`config.mk`:
```
export PLATFORM = sky130hd
export DESIGN_NAME = framed_packet_sender_with_retry
export DESIGN_NICKNAME = d
export VERILOG_FILES = /design/src/sv/fps_pkg.sv /design/src/sv/framed_packet_sender_with_retry.sv /design/src/sv/fps_ram.sv /design/src/sv/fps_ctrl.sv /design/src/sv/fps_datapath.sv
export SDC_FILE = /design/constraint.sdc
export NUM_CORES = 1
export LEC_CHECK = 0
export BUFFER_PORTS_ARGS = -buffer_cell sky130_fd_sc_hd__buf_2
export CAP_MARGIN = 20
export CORE_MARGIN = 3
export CORE_UTILIZATION = 35
export DETAILED_ROUTE_END_ITERATION = 12
export GPL_TIMING_DRIVEN = 1
export SYNTH_ARGS = -nofsm -noshare
export SYNTH_HDL_FRONTEND = slang
export SYNTH_HIERARCHICAL = 1
export SYNTH_SLANG_ARGS = --single-unit
```
`constraint.sdc`:
```
create_clock -name clk -period 6 [get_ports clk]
set_input_delay 0 -clock clk [delete_from_list [all_inputs] [get_ports clk]]
set_output_delay 0 -clock clk [all_outputs]
set_load 0.02 [all_outputs]
```
`src/sv/fps_pkg.sv`:
```
// shared types and constants of the framed packet sender
`default_nettype none

package fps_pkg;

  localparam int unsigned MAX_PAYLOAD_DEF = 64;
  localparam int unsigned HDR_LEN         = 5;  // two preamble, two sync, length

  localparam logic [7:0]  PREAMBLE_BYTE   = 8'hAA;
  localparam logic [7:0]  ACK_CODE_RST    = 8'h00;
  localparam logic [7:0]  MAX_RETRIES_RST = 8'd3;
  localparam logic [15:0] SYNC_WORD_RST   = {8'h2D, 8'hD4};

  localparam logic [1:0] CFG_ACK_CODE    = 2'd0;
  localparam logic [1:0] CFG_MAX_RETRIES = 2'd1;
  localparam logic [1:0] CFG_SYNC_WORD   = 2'd2;

  typedef enum logic [1:0] {
    CMD_APPEND,
    CMD_START,
    CMD_TICK,
    CMD_RESPONSE
  } cmd_t;

  typedef enum logic [1:0] {
    ST_NONE,
    ST_DELIVERED,
    ST_FAILED,
    ST_REJECTED
  } status_t;

  typedef enum logic [1:0] {
    PH_IDLE,
    PH_SEND,
    PH_WAIT
  } phase_t;

  typedef enum logic {
    STEP_RECV,
    STEP_EXEC
  } step_t;

  typedef struct packed {
    logic    load_item;
    logic    append;
    logic    start;
    logic    tick;
    logic    resend;
    logic    finish;
    logic    out_load;
    logic    res_tx;
    status_t res_status;
  } dp_cmd_t;

  typedef struct packed {
    cmd_t cmd;
    logic ack_match;
    logic full;
    logic retry_ok;
    logic last;
  } dp_sts_t;

endpackage

`default_nettype wire

```
`src/sv/framed_packet_sender_with_retry.sv`:
```
// top level of the framed packet sender with retry
// Stop-and-wait frame sender. Append items fill a payload buffer of MAX_PAYLOAD bytes;
// a start item opens a frame, and each ready-tick item then yields one frame byte
// (0xAA 0xAA, sync high, sync low, length, payload, 8-bit sum, 0xAA 0xAA, the last one
// flagged by frame_end). A response item is then checked against ack_code: a match
// reports delivered, a mismatch resends while retries remain, else reports failed.
// Every item gives exactly one result. An item is first accepted, issuing the buffer read,
// then executed with the registered read data from the payload ram once the result
// register is free. A result may wait in the output register while the next item is
// accepted. The payload ram needs no clearing after reset; settings may be written
// at any time the block is idle, and cfg_ready is high whenever reset is released.
`default_nettype none

module framed_packet_sender_with_retry #(
  parameter int unsigned MAX_PAYLOAD = fps_pkg::MAX_PAYLOAD_DEF
) (
  input  wire logic        clk,
  input  wire logic        rst_n,
  input  wire logic        in_valid,
  output logic             in_stall,
  input  wire logic [1:0]  in_command,
  input  wire logic [7:0]  in_data_byte,
  output logic             out_valid,
  input  wire logic        out_stall,
  output logic             out_tx_valid,
  output logic [7:0]       out_tx_byte,
  output logic             out_frame_end,
  output logic [1:0]       out_status,
  input  wire logic        cfg_valid,
  output logic             cfg_ready,
  input  wire logic [1:0]  cfg_index,
  input  wire logic [15:0] cfg_data
);

  fps_pkg::dp_cmd_t dp_cmd;
  fps_pkg::dp_sts_t dp_sts;

  assign cfg_ready = rst_n;

  fps_ctrl u_ctrl (
    .clk       (clk),
    .rst_n     (rst_n),
    .in_valid  (in_valid),
    .in_stall  (in_stall),
    .out_valid (out_valid),
    .out_stall (out_stall),
    .sts       (dp_sts),
    .cmd       (dp_cmd)
  );

  fps_datapath #(
    .MAX_PAYLOAD (MAX_PAYLOAD)
  ) u_dp (
    .clk           (clk),
    .rst_n         (rst_n),
    .in_command    (in_command),
    .in_data_byte  (in_data_byte),
    .cfg_we        (cfg_valid && cfg_ready),
    .cfg_index     (cfg_index),
    .cfg_data      (cfg_data),
    .cmd           (dp_cmd),
    .sts           (dp_sts),
    .out_tx_valid  (out_tx_valid),
    .out_tx_byte   (out_tx_byte),
    .out_frame_end (out_frame_end),
    .out_status    (out_status)
  );

endmodule

`default_nettype wire

```
`src/sv/fps_ram.sv`:
```
// generic single-port-write ram with registered read
`default_nettype none

module fps_ram #(
  parameter int unsigned WIDTH = 8,
  parameter int unsigned DEPTH = 64,
  localparam int unsigned AW = (DEPTH > 1) ? $clog2(DEPTH) : 1
) (
  input  wire logic             clk,
  input  wire logic             wr_en,
  input  wire logic [AW-1:0]    wr_addr,
  input  wire logic [WIDTH-1:0] wr_data,
  input  wire logic [AW-1:0]    rd_addr,
  output logic      [WIDTH-1:0] rd_data
);

  logic [WIDTH-1:0] mem_r [DEPTH];
  logic [WIDTH-1:0] rd_data_r;

  always_ff @(posedge clk) begin
    if (wr_en) begin
      mem_r[wr_addr] <= wr_data;
    end
    rd_data_r <= mem_r[rd_addr];
  end

  assign rd_data = rd_data_r;

endmodule

`default_nettype wire

```
`src/sv/fps_ctrl.sv`:
```
// controller: item handshake and frame phase state machines
`default_nettype none

module fps_ctrl (
  input  wire logic            clk,
  input  wire logic            rst_n,
  input  wire logic            in_valid,
  output logic                 in_stall,
  output logic                 out_valid,
  input  wire logic            out_stall,
  input  wire fps_pkg::dp_sts_t sts,
  output fps_pkg::dp_cmd_t     cmd
);

  fps_pkg::step_t  step_r,  step_nxt;
  fps_pkg::phase_t phase_r, phase_nxt;
  logic            out_valid_r, out_valid_nxt;

  always_ff @(posedge clk) begin
    if (!rst_n) begin
      step_r      <= fps_pkg::STEP_RECV;
      phase_r     <= fps_pkg::PH_IDLE;
      out_valid_r <= 1'b0;
    end else begin
      step_r      <= step_nxt;
      phase_r     <= phase_nxt;
      out_valid_r <= out_valid_nxt;
    end
  end

  always_comb begin
    step_nxt       = step_r;
    phase_nxt      = phase_r;
    out_valid_nxt  = out_valid_r && out_stall;
    cmd            = '0;
    cmd.res_status = fps_pkg::ST_NONE;
    case (step_r)
      fps_pkg::STEP_RECV: begin
        if (in_valid) begin
          cmd.load_item = 1'b1;
          step_nxt      = fps_pkg::STEP_EXEC;
        end
      end
      fps_pkg::STEP_EXEC: begin
        // result register free or being emptied this cycle
        if (!out_valid_r || !out_stall) begin
          cmd.out_load  = 1'b1;
          out_valid_nxt = 1'b1;
          step_nxt      = fps_pkg::STEP_RECV;
          case (sts.cmd)
            fps_pkg::CMD_APPEND: begin
              if (phase_r != fps_pkg::PH_IDLE || sts.full) begin
                cmd.res_status = fps_pkg::ST_REJECTED;
              end else begin
                cmd.append = 1'b1;
              end
            end
            fps_pkg::CMD_START: begin
              if (phase_r != fps_pkg::PH_IDLE) begin
                cmd.res_status = fps_pkg::ST_REJECTED;
              end else begin
                cmd.start = 1'b1;
                phase_nxt = fps_pkg::PH_SEND;
              end
            end
            fps_pkg::CMD_TICK: begin
              if (phase_r != fps_pkg::PH_SEND) begin
                cmd.res_status = fps_pkg::ST_REJECTED;
              end else begin
                cmd.tick   = 1'b1;
                cmd.res_tx = 1'b1;
                if (sts.last) begin
                  phase_nxt = fps_pkg::PH_WAIT;
                end
              end
            end
            fps_pkg::CMD_RESPONSE: begin
              if (phase_r != fps_pkg::PH_WAIT) begin
                cmd.res_status = fps_pkg::ST_REJECTED;
              end else if (sts.ack_match) begin
                cmd.finish     = 1'b1;
                cmd.res_status = fps_pkg::ST_DELIVERED;
                phase_nxt      = fps_pkg::PH_IDLE;
              end else if (sts.retry_ok) begin
                cmd.resend = 1'b1;
                phase_nxt  = fps_pkg::PH_SEND;
              end else begin
                cmd.finish     = 1'b1;
                cmd.res_status = fps_pkg::ST_FAILED;
                phase_nxt      = fps_pkg::PH_IDLE;
              end
            end
            default: begin
              cmd.res_status = fps_pkg::ST_REJECTED;
            end
          endcase
        end
      end
      default: begin
        step_nxt = fps_pkg::STEP_RECV;
      end
    endcase
  end

  // no item is taken while reset is held
  assign in_stall  = !rst_n || (step_r != fps_pkg::STEP_RECV);
  assign out_valid = out_valid_r;

endmodule

`default_nettype wire

```
`src/sv/fps_datapath.sv`:
```
// datapath: settings, payload buffer, frame byte selection and result register
`default_nettype none

module fps_datapath #(
  parameter int unsigned MAX_PAYLOAD = fps_pkg::MAX_PAYLOAD_DEF
) (
  input  wire logic             clk,
  input  wire logic             rst_n,
  input  wire logic [1:0]       in_command,
  input  wire logic [7:0]       in_data_byte,
  input  wire logic             cfg_we,
  input  wire logic [1:0]       cfg_index,
  input  wire logic [15:0]      cfg_data,
  input  wire fps_pkg::dp_cmd_t cmd,
  output fps_pkg::dp_sts_t      sts,
  output logic                  out_tx_valid,
  output logic [7:0]            out_tx_byte,
  output logic                  out_frame_end,
  output logic [1:0]            out_status
);

  localparam int unsigned CW = $clog2(MAX_PAYLOAD + 1);
  localparam int unsigned PW = $clog2(MAX_PAYLOAD + 8);
  localparam int unsigned AW = (MAX_PAYLOAD > 1) ? $clog2(MAX_PAYLOAD) : 1;

  localparam logic [PW-1:0] POS_SYNC_HI = PW'(2);
  localparam logic [PW-1:0] POS_SYNC_LO = PW'(3);
  localparam logic [PW-1:0] POS_LEN     = PW'(4);
  localparam logic [PW-1:0] HDR         = PW'(fps_pkg::HDR_LEN);
  localparam logic [PW-1:0] TRAIL_LAST  = PW'(2);
  localparam logic [CW-1:0] FULL_COUNT  = CW'(MAX_PAYLOAD);

  logic [7:0]  ack_code_r;
  logic [7:0]  max_retries_r;
  logic [15:0] sync_word_r;

  logic [CW-1:0] count_r,    count_nxt;
  logic [PW-1:0] pos_r,      pos_nxt;
  logic [7:0]    sum_r,      sum_nxt;
  logic [7:0]    attempts_r, attempts_nxt;

  fps_pkg::cmd_t item_cmd_r;
  logic [7:0]    item_data_r;

  logic             tx_valid_r;
  logic [7:0]       tx_byte_r;
  logic             frame_end_r;
  fps_pkg::status_t status_r;

  logic [PW-1:0] count_ext;
  logic [PW-1:0] data_end;
  logic [PW-1:0] pay_idx;
  logic          in_payload;
  logic          at_sum;
  logic          last;
  logic [7:0]    ram_rd_data;
  logic [7:0]    frame_byte;

  fps_ram #(
    .WIDTH (8),
    .DEPTH (MAX_PAYLOAD)
  ) u_buf (
    .clk     (clk),
    .wr_en   (cmd.append),
    .wr_addr (count_r[AW-1:0]),
    .wr_data (item_data_r),
    .rd_addr (pay_idx[AW-1:0]),
    .rd_data (ram_rd_data)
  );

  // settings
  always_ff @(posedge clk) begin
    if (!rst_n) begin
      ack_code_r    <= fps_pkg::ACK_CODE_RST;
      max_retries_r <= fps_pkg::MAX_RETRIES_RST;
      sync_word_r   <= fps_pkg::SYNC_WORD_RST;
    end else if (cfg_we) begin
      case (cfg_index)
        fps_pkg::CFG_ACK_CODE:    ack_code_r    <= cfg_data[7:0];
        fps_pkg::CFG_MAX_RETRIES: max_retries_r <= cfg_data[7:0];
        fps_pkg::CFG_SYNC_WORD:   sync_word_r   <= cfg_data;
        default: ;
      endcase
    end
  end

  // frame position decode; the buffer is read at the accept cycle so data is ready here
  assign count_ext  = PW'(count_r);
  assign data_end   = count_ext + HDR;
  assign pay_idx    = pos_r - HDR;
  assign in_payload = (pos_r >= HDR) && (pos_r < data_end);
  assign at_sum     = (pos_r == data_end);
  assign last       = (pos_r >= data_end + TRAIL_LAST);

  always_comb begin
    if (pos_r < POS_SYNC_HI) begin
      frame_byte = fps_pkg::PREAMBLE_BYTE;
    end else if (pos_r == POS_SYNC_HI) begin
      frame_byte = sync_word_r[15:8];
    end else if (pos_r == POS_SYNC_LO) begin
      frame_byte = sync_word_r[7:0];
    end else if (pos_r == POS_LEN) begin
      frame_byte = 8'(count_r);
    end else if (in_payload) begin
      frame_byte = ram_rd_data;
    end else if (at_sum) begin
      frame_byte = sum_r;
    end else begin
      frame_byte = fps_pkg::PREAMBLE_BYTE;
    end
  end

  always_comb begin
    count_nxt    = count_r;
    pos_nxt      = pos_r;
    sum_nxt      = sum_r;
    attempts_nxt = attempts_r;
    if (cmd.finish) begin
      count_nxt = '0;
    end else if (cmd.append) begin
      count_nxt = count_r + CW'(1);
    end
    if (cmd.start || cmd.resend) begin
      pos_nxt = '0;
      sum_nxt = '0;
    end else if (cmd.tick) begin
      pos_nxt = last ? '0 : pos_r + PW'(1);
      if (in_payload) begin
        sum_nxt = sum_r + ram_rd_data;
      end
    end
    if (cmd.start) begin
      attempts_nxt = '0;
    end else if (cmd.resend) begin
      attempts_nxt = attempts_r + 8'd1;
    end
  end

  always_ff @(posedge clk) begin
    if (!rst_n) begin
      count_r    <= '0;
      pos_r      <= '0;
      sum_r      <= '0;
      attempts_r <= '0;
    end else begin
      count_r    <= count_nxt;
      pos_r      <= pos_nxt;
      sum_r      <= sum_nxt;
      attempts_r <= attempts_nxt;
    end
  end

  // item and result registers
  always_ff @(posedge clk) begin
    if (cmd.load_item) begin
      item_cmd_r  <= fps_pkg::cmd_t'(in_command);
      item_data_r <= in_data_byte;
    end
    if (cmd.out_load) begin
      tx_valid_r  <= cmd.res_tx;
      tx_byte_r   <= cmd.res_tx ? frame_byte : 8'h00;
      frame_end_r <= cmd.res_tx && last;
      status_r    <= cmd.res_status;
    end
  end

  assign sts.cmd       = item_cmd_r;
  assign sts.ack_match = (item_data_r == ack_code_r);
  assign sts.full      = (count_r == FULL_COUNT);
  assign sts.retry_ok  = (attempts_r < max_retries_r);
  assign sts.last      = last;

  assign out_tx_valid  = tx_valid_r;
  assign out_tx_byte   = tx_byte_r;
  assign out_frame_end = frame_end_r;
  assign out_status    = status_r;

endmodule

`default_nettype wire

```
Word-level counts from Yosys, hierarchy flattened
Memories as Yosys holds them, arrays and structs flattened. A register that Yosys moved wholly into a read port is not among the register bits.
Index checks and enable logic that the tools add are counted.
{ "word_totals": {"regBits": 88, "mem_count": 1, "ram_bits": 512, "elab_cells": 118, "out_inout_bits": 15} }
{ "op_classes": {"n_lt_le_gt_ge": 5, "eq_ne": 17, "bitwise_logic": 3, "add_sub_neg": 7, "muxes": 43, "reduce_logical": 25} }
{ "mem_list": {"columns": ["memory", "words", "width", "read_ports", "rd_ports_with_merged_regs", "write_ports", "line", "source"], "rows": [
  ["u_dp.u_buf.mem_r", 64, 8, 1, 1, 1, "fps_ram.sv:17", "logic [WIDTH-1:0] mem_r [DEPTH];"]
]} }
{ "op_table": {"columns": ["operator", "count"], "rows": [
  ["2-to-1 mux 8 bit", 6],
  ["2-to-1 mux 2 bit", 12],
  ["2-to-1 mux 1 bit", 19],
  ["2-to-1 mux 9 bit", 2],
  ["adder 7 x 1 -> 7 bit (second input constant)", 2],
  ["equality test 7 x 2 -> 1 bit (second input constant)", 2],
  ["AND reduction 2 bit", 5],
  ["adder 8 x 1 -> 8 bit (second input constant)", 1],
  ["adder 8 bit", 1],
  ["equality test 8 bit", 1],
  ["< comparator 8 bit", 1],
  ["inequality test 2 bit (second input constant)", 4],
  ["one-hot mux 2 bit (4 select lines)", 1],
  ["OR reduction 2 bit", 4],
  ["adder 7 x 2 -> 7 bit (second input constant)", 1],
  ["adder 7 x 3 -> 7 bit (second input constant)", 1],
  ["equality test 7 x 3 -> 1 bit (second input constant)", 1],
  ["equality test 7 bit", 1],
  ["equality test 7 bit (second input constant)", 1],
  ["greater-or-equal comparator 7 x 3 -> 1 bit (second input constant)", 1],
  ["greater-or-equal comparator 7 bit", 1],
  ["< comparator 7 x 2 -> 1 bit (second input constant)", 1],
  ["< comparator 7 bit", 1],
  ["2-to-1 mux 7 bit", 1],
  ["other kinds (14)", 29]
]} }

Depth between registers and ports, before layout
Gate-level depths: netlist (run 1).
{ "depth": {"word_depth": 9, "ltp_mapped": 15, "ltp_nobuf": 13} }

Modules after synthesis
The synthesis (run 1) kept the hierarchy.
{ "modules_own_cells": {"columns": ["mod", "area_per_inst_um2", "seq_area_each_um2", "cells_per_inst", "instances"], "rows": [
  ["fps_ram", 20166.8, 15534.9, 940, 1],
  ["fps_datapath", 4867.2, 1901.8, 519, 1],
  ["fps_ctrl", 334.1, 80.1, 46, 1],
  ["framed_packet_sender_with_retry", 13.8, 0.0, 2, 1]
]} }

Least setup slack after synthesis (run 1)
Ideal clock, no wire load.
{ "synth_timing": {"path_kind": "register to register", "start": "reg u_dp.count_r[0] (netlist: u_dp/count_ext[0])", "end": "mem u_dp.u_buf.mem_r[62][0], enable pin", "n_path_buf": 1, "setup_time_ns": 0.370, "stages_incl_launch_ff": 11, "arrival_time_ns": 2.854, "required_ns": 5.630, "setup_slack_ns": 2.776, "period_less_slack_ns": 3.224, "cell_sequence": "dfxtp_1 -> buf_2 -> inv_1 -> ha_1 -> or4b_2 -> nor3b_1 -> or3_1 -> nor2_1 -> nor2b_1 -> nand3_1 -> nor2_1"} }
{ "synth_rtl": {"columns": ["item", "line", "source"], "rows": [
  ["start: declaration", "fps_datapath.sv:37", "logic [CW-1:0] count_r, count_nxt;"],
  ["start signal: assignment", "fps_datapath.sv:146", "count_r <= count_nxt;"],
  ["end: declaration", "fps_ram.sv:17", null]
]} }

==> results.txt, run 1 <==
status: finished, final reports clean
TritonCTS clock tree: done
worst-margin pin slew: 1090 ps
row count: 98
RePlAce Congestion: 0.792
multi-input logic area: 0.00732 mm²
largest family of logic cells by synthesized area: multiplexers
vias post-DR: 13900
Cell Area, Synth: 0.0254 mm²
largest net degree at the start of global routing: 66
Ant. Diodes: 0
fin nets: 1678
DRC viols: 0
Simple-Gate Fraction of Synth Area: 0.0668
VDD IR-drop max: 0.230 mV
Routed WL: 58.9 mm
Pwr Total: 8.56 mW
Mapped Nets: 1575
flip-flop and latch area: 0.0175 mm²
final-layout fill cell count: 6441
Max Slew Vio Count: 0
Num CTS Buffers: 60
ys async rst share: 0
GRT overflow: 0
remaining antenna violation count after routing: 0
Synth Area per Inst: 16.8 µm²
Worst Path Max Fanout: 18
DR pass1 iterations: 5
Place WS: 1940 ps
hpwl dp: 36.5 mm
fin crit share: 0.707
Adder-Cell Fraction of Synth Area: 0.0175
worst skew pair latency: 640 ps
mux cell area share after synthesis: 0.140
initial antenna violation count: 0
Post-synth EDFFs: 534
final hold slack: 79.8 ps
layout cells sized above 1: 0.196
Worst-path clk slew: 60 ps
Final Hold Viols: 0
post-synthesis sequential area ratio: 0.690
post-synthesis xor/xnor area fraction: 0.0143
WP data arrival: 4480 ps
wire per inst: 22.6 µm
IO Pins: 48
clk sinks: 608
CTS Buffer Depth: 3
final core occ: 0.405
Slowest-stage cell, CP: nor2_1
Top cell by count, worst path: nor2_1
synthesis-to-layout area growth: 14.3%
Setup crit start kind: flop
P_leak: 9.65 nW
most frequent cell after synthesis: edfxtp_1
max incr delay on CP: 850 ps
compound-gate portion of the synthesized area: 0.0482
cell family with most CP delay: simple AND/OR/NAND/NOR gates
crit path buf inv count: 2
most common library cells after synthesis: 534 x edfxtp_1, 126 x mux4_2, 119 x nor2_1
global-route wire length before repair: 89.7 mm
Die Span Y: 275 µm
ys flop type: edfxtp_1
RSZ-0062 raised after global routing: false
dpl cells: 2454
final instance area: 0.0290 mm²
setup violators final: 0
Ys Warns: 6
Crit. End Element: flop
Post-Layout Cell Count: 2607
gr usage total: 0.157
Slew Limit Headroom: 0.274
setup TNS: 0 ps
Initial Utilization: 0.354
hold_buf cts: 43
die width: 275 µm
Max-cap violations: 0
CORE AREA: 0.0716 mm²
worst-path cell chain: inv_1 -> ha_1 -> or4b_2 -> nor3b_1 -> or3_1 -> nor2_1 -> buf_4 -> nor2b_1 -> nand3_1 -> nor2_1
total setup buffers inserted after CTS: 0
vias in the first global route: 14100
Final Critical Period: 4240 ps
Post-CTS Resized: 0
area share of the largest cell type after synthesis: 0.632
Worst Path Required: 6240 ps
Synth Instances: 1507
H-tree lvl count: 2
type of the most critical hold path: in -> reg
power density over the cells: 295 mW/mm²
Crit Path Class: reg -> reg
Vias/cell: 5.32
area leader, netlist: edfxtp_1
#FFs+latches synth: 608
number of distinct library cells after synthesis: 75
Initial DRC Count: 1187
max frequency: 236 MHz
I/O Buffers: 47
dpl cell area: 0.0266 mm²
CTS root buffer: clkbuf_16
clk_skew: 38.0 ps
die area: 0.0758 mm²
final worst setup slack: 1760 ps
ranking of synthesized cells by area: edfxtp_1 63%, mux4_2 11%, dfxtp_1 5.8%
-- cells by family after synthesis --
logic type,count (synthesis)
compound gates,167
xor+xnor,40
fa+ha+maj,35
buf+inv,109
flops,608
mux,196
simple gates,352
-- path summary, 6_finish.rpt --
| path | start | to | slack [ps] | depth (start not counted) |
|---|---|---|---|---|
| max | u_dp/count_ext[1] | u_dp/u_buf/mem_r[46][6] | 1760 | 10 |
| min | in_data_byte[3] | u_dp/item_data_r[3] | 80 | 2 |
| max reg2reg | u_dp/count_ext[1] | u_dp/u_buf/mem_r[46][6] | 1760 | 10 |
| min reg2reg | u_dp/sync_word_r[5] | u_dp/sync_word_r[5] | 470 | 2 |
-- power by group --
group	switching, mW	internal (mW)
Clock	1.60	2.14
Combinational	0.132	0.0570
Sequential	0.0121	4.62
Total	1.74	6.82
-- final cells by class --
| class | instances | area share |
|---|---|---|
| Timing Repair Buffer | 120 | 0.0309 |
| Inverter | 30 | 0.00423 |
| Clock buffer | 66 | 0.0525 |
| Tap cell | 950 | 0.0410 |
| Clock inverter | 43 | 0.0152 |
| Sequential cell | 608 | 0.604 |
| Multi-Input combinational cell | 790 | 0.252 |
-- per-layer routing --
metal,global-route usage,share of wire,routed length [µm]
met1,0.217,0.43,25500
met2,0.258,0.49,28800
met3,0.0220,0.052,3080
met4,0.0506,0.027,1580
met5,0,0,0
-- registers in the layout, summed over array words and instances, names as in the netlist --
signal	cells
u_dp/out_frame_end	1
u_dp/max_retries_r	8
u_dp/out_status	2
u_dp/out_tx_byte	8
u_dp/out_tx_valid	1
u_dp/count_ext	7
u_ctrl/step_r	1
u_dp/sum_r	8
u_dp/u_buf/mem_r	512
u_dp/item_data_r	8
u_dp/sync_word_r	16
u_dp/u_buf/rd_data	8
u_dp/item_cmd_r	2
u_ctrl/phase_r	2
u_ctrl/out_valid	1
u_dp/pos_r	7
u_dp/attempts_r	8
u_dp/ack_code_r	8
-- placed cells by master, fill, tap and decap left out, types with 9 or more instances in the layout --
cell type      Yosys  layout
a211oi_1          18      18
nand4_1           12      12
nand3_1           36      36
ha_1              34      34
a21o_1             9       9
o221ai_1          11      11
nand3b_1           9       9
a21oi_1           27      27
o21ai_0           20      20
edfxtp_1         534     534
dlygate4sd3_1      0      43
clkinv_1           0      13
inv_1             30      28
mux2_2            14      14
buf_2             16      47
o22ai_1           12      12
nand2b_1          13      13
mux2i_1           54      54
clkinv_2           0      15
dfxtp_1           74      74
mux4_2           126     126
buf_4             18      29
xnor2_1           22      21
nor2_1           119     119
clkbuf_16          0      60
nor3_1            11      11
nand2_1           79      79
nor2b_1           35      35
xor2_1            17      15
Power figures use the tool's default switching activity.
==> run 2: changes to the inputs <==
==> constraint.sdc (replaced) <==
create_clock -name clk -period 3.8 [get_ports clk]
set_input_delay 0 -clock clk [delete_from_list [all_inputs] [get_ports clk]]
set_output_delay 0 -clock clk [all_outputs]
set_load 0.02 [all_outputs]
==> run 2 against run 1 <==
  * Global-route usage up 0.16 points
  * Maximum frequency up 23%
  * Via count up 2.0%
  * Hold slack better by 9.7 ps
  * Critical path depth down 2
  * Final area up 2.8%
  * Sequential power up 58%
  * Non-clock buffer count up 76
  * Worst setup slack worse by 1400 ps
  * Clock-buffer cell count up 2
==> results.txt, run 2 (synthesis gave the netlist of run 1 again) <==
synthesis-to-layout area growth: 17.5%
dpl cells: 2529 (+3.1%)
fin crit share: 0.907 (+0.200)
largest net degree at the start of global routing: 70 (+6.1%)
Crit Path Class: reg -> reg
IO Pins: 48 (unchanged)
flip-flop and latch area: 0.0175 mm² (unchanged)
CTS Buffer Depth: 3 (unchanged)
vias in the first global route: 14300 (+1.4%)
I/O Buffers: 47 (unchanged)
clk sinks: 608 (unchanged)
RSZ-0062 raised after global routing: false
Setup crit start kind: flop
final instance area: 0.0298 mm² (+2.8%)
fin nets: 1755 (+4.6%)
worst r2r src: u_dp/pos_r[0]
Num CTS Buffers: 61 (+1.7%)
max reg flops: 512 (unchanged)
Most flops, register: u_dp/u_buf/mem_r
wire per inst: 22.1 µm (-2.1%)
clk_skew: 26.2 ps (-11.8 ps)
P_leak: 10.1 nW (+5.1%)
reg2reg path depth: 8 (-2)
type of the most critical hold path: in -> reg
Worst-path clk slew: 60 ps (about the same)
Worst Path Required: 4270 ps (-1970 ps)
Vias/cell: 5.26 (-1.1%)
die area: 0.0758 mm² (unchanged)
final hold slack: 89.6 ps (+9.73 ps)
status: finished, final reports clean
Final Hold Viols: 0 (unchanged)
Routed WL: 59.5 mm (+1.1%)
multi-input logic area: 0.00732 mm² (unchanged)
Worst Path Max Fanout: 34 (+16)
Max Slew Vio Count: 0 (unchanged)
Final Critical Period: 3450 ps (-796 ps)
power density over the cells: 468 mW/mm² (+59%)
WP data arrival: 3920 ps (-560 ps)
vias post-DR: 14200 (+2.0%)
worst reg-to-reg setup slack: 350 ps (-1400 ps)
worst hold stages: 5 (+3)
Post-Layout Cell Count: 2690 (+3.2%)
final-layout fill cell count: 6357 (-1.3%)
VDD IR-drop max: 0.359 mV (+56%)
row count: 98 (unchanged)
DRC viols: 0 (unchanged)
Ant. Diodes: 0 (unchanged)
H-tree lvl count: 2 (unchanged)
Crit. End Element: flop
Die Span Y: 275 µm (unchanged)
DR pass1 iterations: 5 (unchanged)
Largest regs: u_dp/u_buf/mem_r x512, u_dp/sync_word_r x16
Initial DRC Count: 1236 (+4.1%)
most common cell after layout, fill and taps aside: edfxtp_1
global-route wire length before repair: 90.9 mm (+1.3%)
gr usage total: 0.159 (+0.00155)
setup violators final: 0 (unchanged)
RePlAce Congestion: 0.839 (+6.0%)
die width: 275 µm (unchanged)
CORE AREA: 0.0716 mm² (unchanged)
R2R Path End: u_dp/u_buf/rd_data[1]
TritonCTS clock tree: done
Slew Limit Headroom: 0.451 (+0.177)
initial antenna violation count: 0 (unchanged)
hpwl dp: 37.6 mm (+3.0%)
dpl cell area: 0.0272 mm² (+2.4%)
hold endpoint: u_dp/ack_code_r[0]
layout cells sized above 1: 0.234 (+0.0383)
remaining antenna violation count after routing: 0 (unchanged)
HP Start: cfg_valid
Max-cap violations: 0 (unchanged)
GRT overflow: 0 (unchanged)
leading cell types in the layout, fill and taps excluded: 534 x edfxtp_1, 126 x mux4_2, 119 x nor2_1
Post-CTS Resized: 0 (unchanged)
Initial Utilization: 0.354 (unchanged)
CTS root buffer: clkbuf_16
worst skew pair latency: 620 ps (-20 ps)
setup TNS: 0 ps (unchanged)
worst-margin pin slew: 821 ps (-264 ps)
max frequency: 290 MHz (+23%)
## run 2: cell count changes in the layout (fill, tap and decap cells not counted), sizes merged
| cell | delta |
|---|---|
| dlymetal6s2s | -1 |
| clkinv | -1 |
| inv | -1 |
| clkinvlp | +2 |
| clkbuf | +2 |
| dlygate4sd3 | +2 |
| bufinv | +5 |
| buf | +75 |
## run 2: cell type report
cell class / count / area share
clock buffer: 68 / 0.0524
clock inverter: 48 / 0.0193
inverter: 30 / 0.00411
multi-input combinational: 790 / 0.246
sequential: 608 / 0.587
tap: 950 / 0.0399
timing repair buffer: 196 / 0.0513
## run 2: worst max path at each step
stage                                 start                      end  slack [ps]
after CTS                     u_dp/pos_r[0]    u_dp/u_buf/rd_data[0]         310
final                         u_dp/pos_r[0]    u_dp/u_buf/rd_data[1]         350
after floorplan           u_dp/count_ext[0]  u_dp/u_buf/mem_r[62][0]         580
after global placement        u_dp/pos_r[0]    u_dp/u_buf/rd_data[1]         300
after detailed placement      u_dp/pos_r[0]    u_dp/u_buf/rd_data[1]         340
after global routing      u_dp/count_ext[1]      u_dp/out_tx_byte[0]         120
## run 2: worst max-delay path: stages (launching register included)
cell and delay [ps]:
dfxtp_1 570, inv_8 150, ha_1 360, inv_4 480, buf_4 290, mux4_2 510, mux2_2 300, a221oi_1 430
o2bb2ai_1 190
## run 2: layer usage
layer / global-route usage / share of wire / vias to the layer above
met5: 0 / 0 / -
met4: 0.0453 / 0.028 / 0
met3: 0.0240 / 0.054 / 96
met2: 0.262 / 0.49 / 408
met1: 0.219 / 0.43 / 7335
li1: - / - / 6315
## run 2: timing repair
item                                   in CTS  in global routing
endpoints found under the hold margin      56                  0
hold buffers                               45                  0
buffers inserted                            0                  0
## run 2: where the power goes
part / internal [mW] / total [mW] / switching [mW]
logic: 0.0933 / 0.305 / 0.211
registers: 7.30 / 7.32 / 0.0202
clock network: 3.78 / 6.33 / 2.55
## run 2: per-stage QoR
stage | util | setup WS (ps) | power [mW]
5_1_grt | 0.416 | 123 | 14.4
3_3_place_gp | 0.380 | 303 | 7.73
6_report | 0.416 | 355 | 14.0
3_5_place_dp | 0.380 | 338 | 7.74
4_1_cts | 0.416 | 308 | 14.1
2_1_floorplan | - | 576 | 7.60
==> run 3: changes to the inputs <==
--- a/config.mk
+++ b/config.mk
@@ -5,12 +5,15 @@
 export SDC_FILE = /design/constraint.sdc
 export NUM_CORES = 1
 export LEC_CHECK = 0
-export BUFFER_PORTS_ARGS = -buffer_cell sky130_fd_sc_hd__buf_2
+export BUFFER_PORTS_ARGS = -buffer_cell sky130_fd_sc_hd__buf_4
 export CAP_MARGIN = 20
+export CELL_PAD_IN_SITES_DETAIL_PLACEMENT = 1
+export CELL_PAD_IN_SITES_GLOBAL_PLACEMENT = 1
 export CORE_MARGIN = 3
 export CORE_UTILIZATION = 35
 export DETAILED_ROUTE_END_ITERATION = 12
 export GPL_TIMING_DRIVEN = 1
+export PLACE_DENSITY_LB_ADDON = 0.1
 export SYNTH_ARGS = -nofsm -noshare
 export SYNTH_HDL_FRONTEND = slang
 export SYNTH_HIERARCHICAL = 1
==> run 3 against run 2 <==
  * Sequential power hardly changed
  * Routed wire length is 13% higher
  * Critical endpoint is now u_dp/out_tx_byte[0]
  * Hold slack better by 49 ps
  * Maximum frequency is 0.28% higher
  * Largest cell class unchanged
  * Sequential cell count stayed put
  * Power is 0.13% higher
  * Global-route usage is 2.3 points higher
==> results.txt, run 3 (synthesis gave the netlist of run 1 again) <==
Num CTS Buffers: 71 (+16%)
vias post-DR: 14100 (-0.71%)
Net Sw Frac: 0.209 (+0.00942)
Initial DRC Count: 1008 (-18%)
RePlAce Congestion: 0.752 (-10%)
type of the most critical hold path: in -> reg
worst hold stages: 2 (-3)
final worst setup slack: 364 ps (+9.55 ps)
global-route wire length before repair: 101 mm (+11%)
Setup crit start kind: flop
reg2reg path depth: 10 (+2)
Max-cap violations: 0 (unchanged)
GRT overflow: 0 (unchanged)
Most flops, register: u_dp/u_buf/mem_r
fin crit share: 0.904 (-0.00251)
final core occ: 0.419 (+0.00290)
synthesis-to-layout area growth: 18.3%
H-tree lvl count: 3 (+1)
layout cells sized above 1: 0.236 (+0.00161)
Post-Layout Cell Count: 2713 (+0.86%)
TritonCTS clock tree: done
final instance area: 0.0300 mm² (+0.70%)
hold_buf cts: 43 (-4.4%)
vias in the first global route: 15200 (+5.7%)
hold endpoint: u_dp/item_data_r[4]
Pwr Total: 14.0 mW (+0.13%)
CTS Buffer Depth: 3 (unchanged)
DRC viols: 0 (unchanged)
CTS root buffer: clkbuf_16
setup TNS: 0 ps (unchanged)
final-layout fill cell count: 7095 (+12%)
initial antenna violation count: 2 (+2)
Worst Path Max Fanout: 9 (-74%)
worst skew pair latency: 590 ps (-30 ps)
Die Span Y: 275 µm (unchanged)
Seq pwr share: 0.524 (about the same)
CORE AREA: 0.0716 mm² (unchanged)
dpl cell area: 0.0275 mm² (+0.85%)
Worst Path Required: 4230 ps (-40 ps)
Slew Limit Headroom: 0.407 (-0.0443)
max frequency: 291 MHz (+0.28%)
final hold slack: 139 ps (+49.3 ps)
leading cell types in the layout, fill and taps excluded: 534 x edfxtp_1, 157 x buf_4, 126 x mux4_2
max incr delay on CP: 470 ps (-100 ps)
Clk pwr share: 0.453 (about the same)
clk_skew: 15.7 ps (-10.5 ps)
Net Switching: 2.91 mW (+4.9%)
VDD IR-drop max: 0.255 mV (-29%)
power density over the cells: 465 mW/mm² (-0.56%)
max reg flops: 512 (unchanged)
Routed WL: 67.3 mm (+13%)
Largest regs: u_dp/u_buf/mem_r x512, u_dp/sync_word_r x16
largest net degree at the start of global routing: 75 (+7.1%)
Post-CTS Resized: 0 (unchanged)
IO Pins: 48 (unchanged)
HP Start: in_data_byte[4]
Comb power frac: 0.023 (about the same)
WP data arrival: 3870 ps (-50 ps)
RSZ-0062 raised after global routing: false
Max Slew Vio Count: 0 (unchanged)
Vias/cell: 5.18 (-1.6%)
total setup buffers inserted after CTS: 0 (unchanged)
remaining antenna violation count after routing: 0 (unchanged)
worst r2r src: u_dp/count_ext[1]
worst reg-to-reg setup slack: 360 ps (about the same)
most common cell after layout, fill and taps aside: edfxtp_1
R2R Path End: u_dp/out_tx_byte[0]
P_leak: 10.2 nW (+0.84%)
Internal Pwr Total: 11.1 mW (-1.0%)
dpl cells: 2541 (+0.47%)
Final Critical Period: 3440 ps (-9.55 ps)
wire per inst: 24.8 µm (+12%)
Crit Path Class: reg -> reg
status: finished, final reports clean
die area: 0.0758 mm² (unchanged)
row count: 98 (unchanged)
Place WS: 318 ps (-20.5 ps)
Crit. End Element: flop
multi-input logic area: 0.00734 mm² (+0.15%)
setup violators final: 0 (unchanged)
worst-path cell chain: ha_1 -> xnor2_1 -> inv_1 -> ha_1 -> or3b_1 -> a2111oi_2 -> nor4_2 -> a21oi_4 -> mux2_2 -> a211oi_2
DR pass1 iterations: 5 (unchanged)
Worst-path clk slew: 60 ps (about the same)
flip-flop and latch area: 0.0175 mm² (unchanged)
worst-margin pin slew: 890 ps (+69.5 ps)
clk sinks: 608 (unchanged)
Final Hold Viols: 0 (unchanged)
die width: 275 µm (unchanged)
hpwl dp: 42.7 mm (+14%)
gr usage total: 0.181 (+0.0227)
fin nets: 1775 (+1.1%)
Initial Utilization: 0.354 (unchanged)
Top cell by count, worst path: ha_1
Slowest-stage cell, CP: dfxtp_1
I/O Buffers: 47 (unchanged)
## run 3: cell count changes in the layout (fill, tap and decap cells not counted), sizes merged, moves of 2 or more
cell and delta:
buf +12, bufinv -11, clkbuf +28, clkinv -4, clkinvlp -3, dlygate4sd3 -2, inv +2
## run 3: how the worst max path moves through the flow
| stage | startpoint | end | slack (ps) | cells past startpoint |
|---|---|---|---|---|
| after global routing | u_dp/count_ext[1] | u_dp/out_tx_byte[0] | 100 | 10 |
| final | u_dp/count_ext[1] | u_dp/out_tx_byte[0] | 360 | 10 |
| after floorplan | u_dp/count_ext[0] | u_dp/u_buf/mem_r[62][0] | 580 | 10 |
| after detailed placement | u_dp/count_ext[1] | u_dp/out_tx_byte[0] | 320 | 10 |
| after global placement | u_dp/pos_r[0] | u_dp/u_buf/rd_data[4] | 390 | 9 |
| after CTS | u_dp/count_ext[1] | u_dp/out_tx_byte[0] | 310 | 10 |
## run 3: final cells by class
class                           instances  share of cell area
Inverter                               30             0.00408
Timing Repair Buffer                  206              0.0576
Multi-Input combinational cell        790               0.244
Tap cell                              950              0.0396
Sequential cell                       608               0.583
Clock buffer                           96              0.0645
Antenna cell                            1           0.0000833
Clock inverter                         32             0.00650
## run 3: per-layer routing
layer | wire [µm] | track usage | vias to the layer above
li1 | - | - | 6350
met1 | 30600 | 0.249 | 7400
met2 | 32900 | 0.302 | 226
met3 | 2670 | 0.0296 | 77
met4 | 1180 | 0.0479 | 0
met5 | 0 | 0 | -
## run 3: critical path: cells and delay by family, from the launching register on
kind            cells  cell delay, ps
xor+xnor            1             200
simple gates        2             560
flops               1             470
buf+inv             1             100
compound gates      3             950
fa+ha+maj           2             620
mux                 1             390
## run 3: power by group through the flow
stage | Clock (mW) | Combinational, mW | Sequential [mW]
after floorplan | 0 | 0.0884 | 7.51
after global placement | 0 | 0.291 | 7.46
after detailed placement | 0 | 0.301 | 7.46
after CTS | 6.56 | 0.333 | 7.32
after global routing | 6.82 | 0.357 | 7.32
final | 6.32 | 0.325 | 7.32
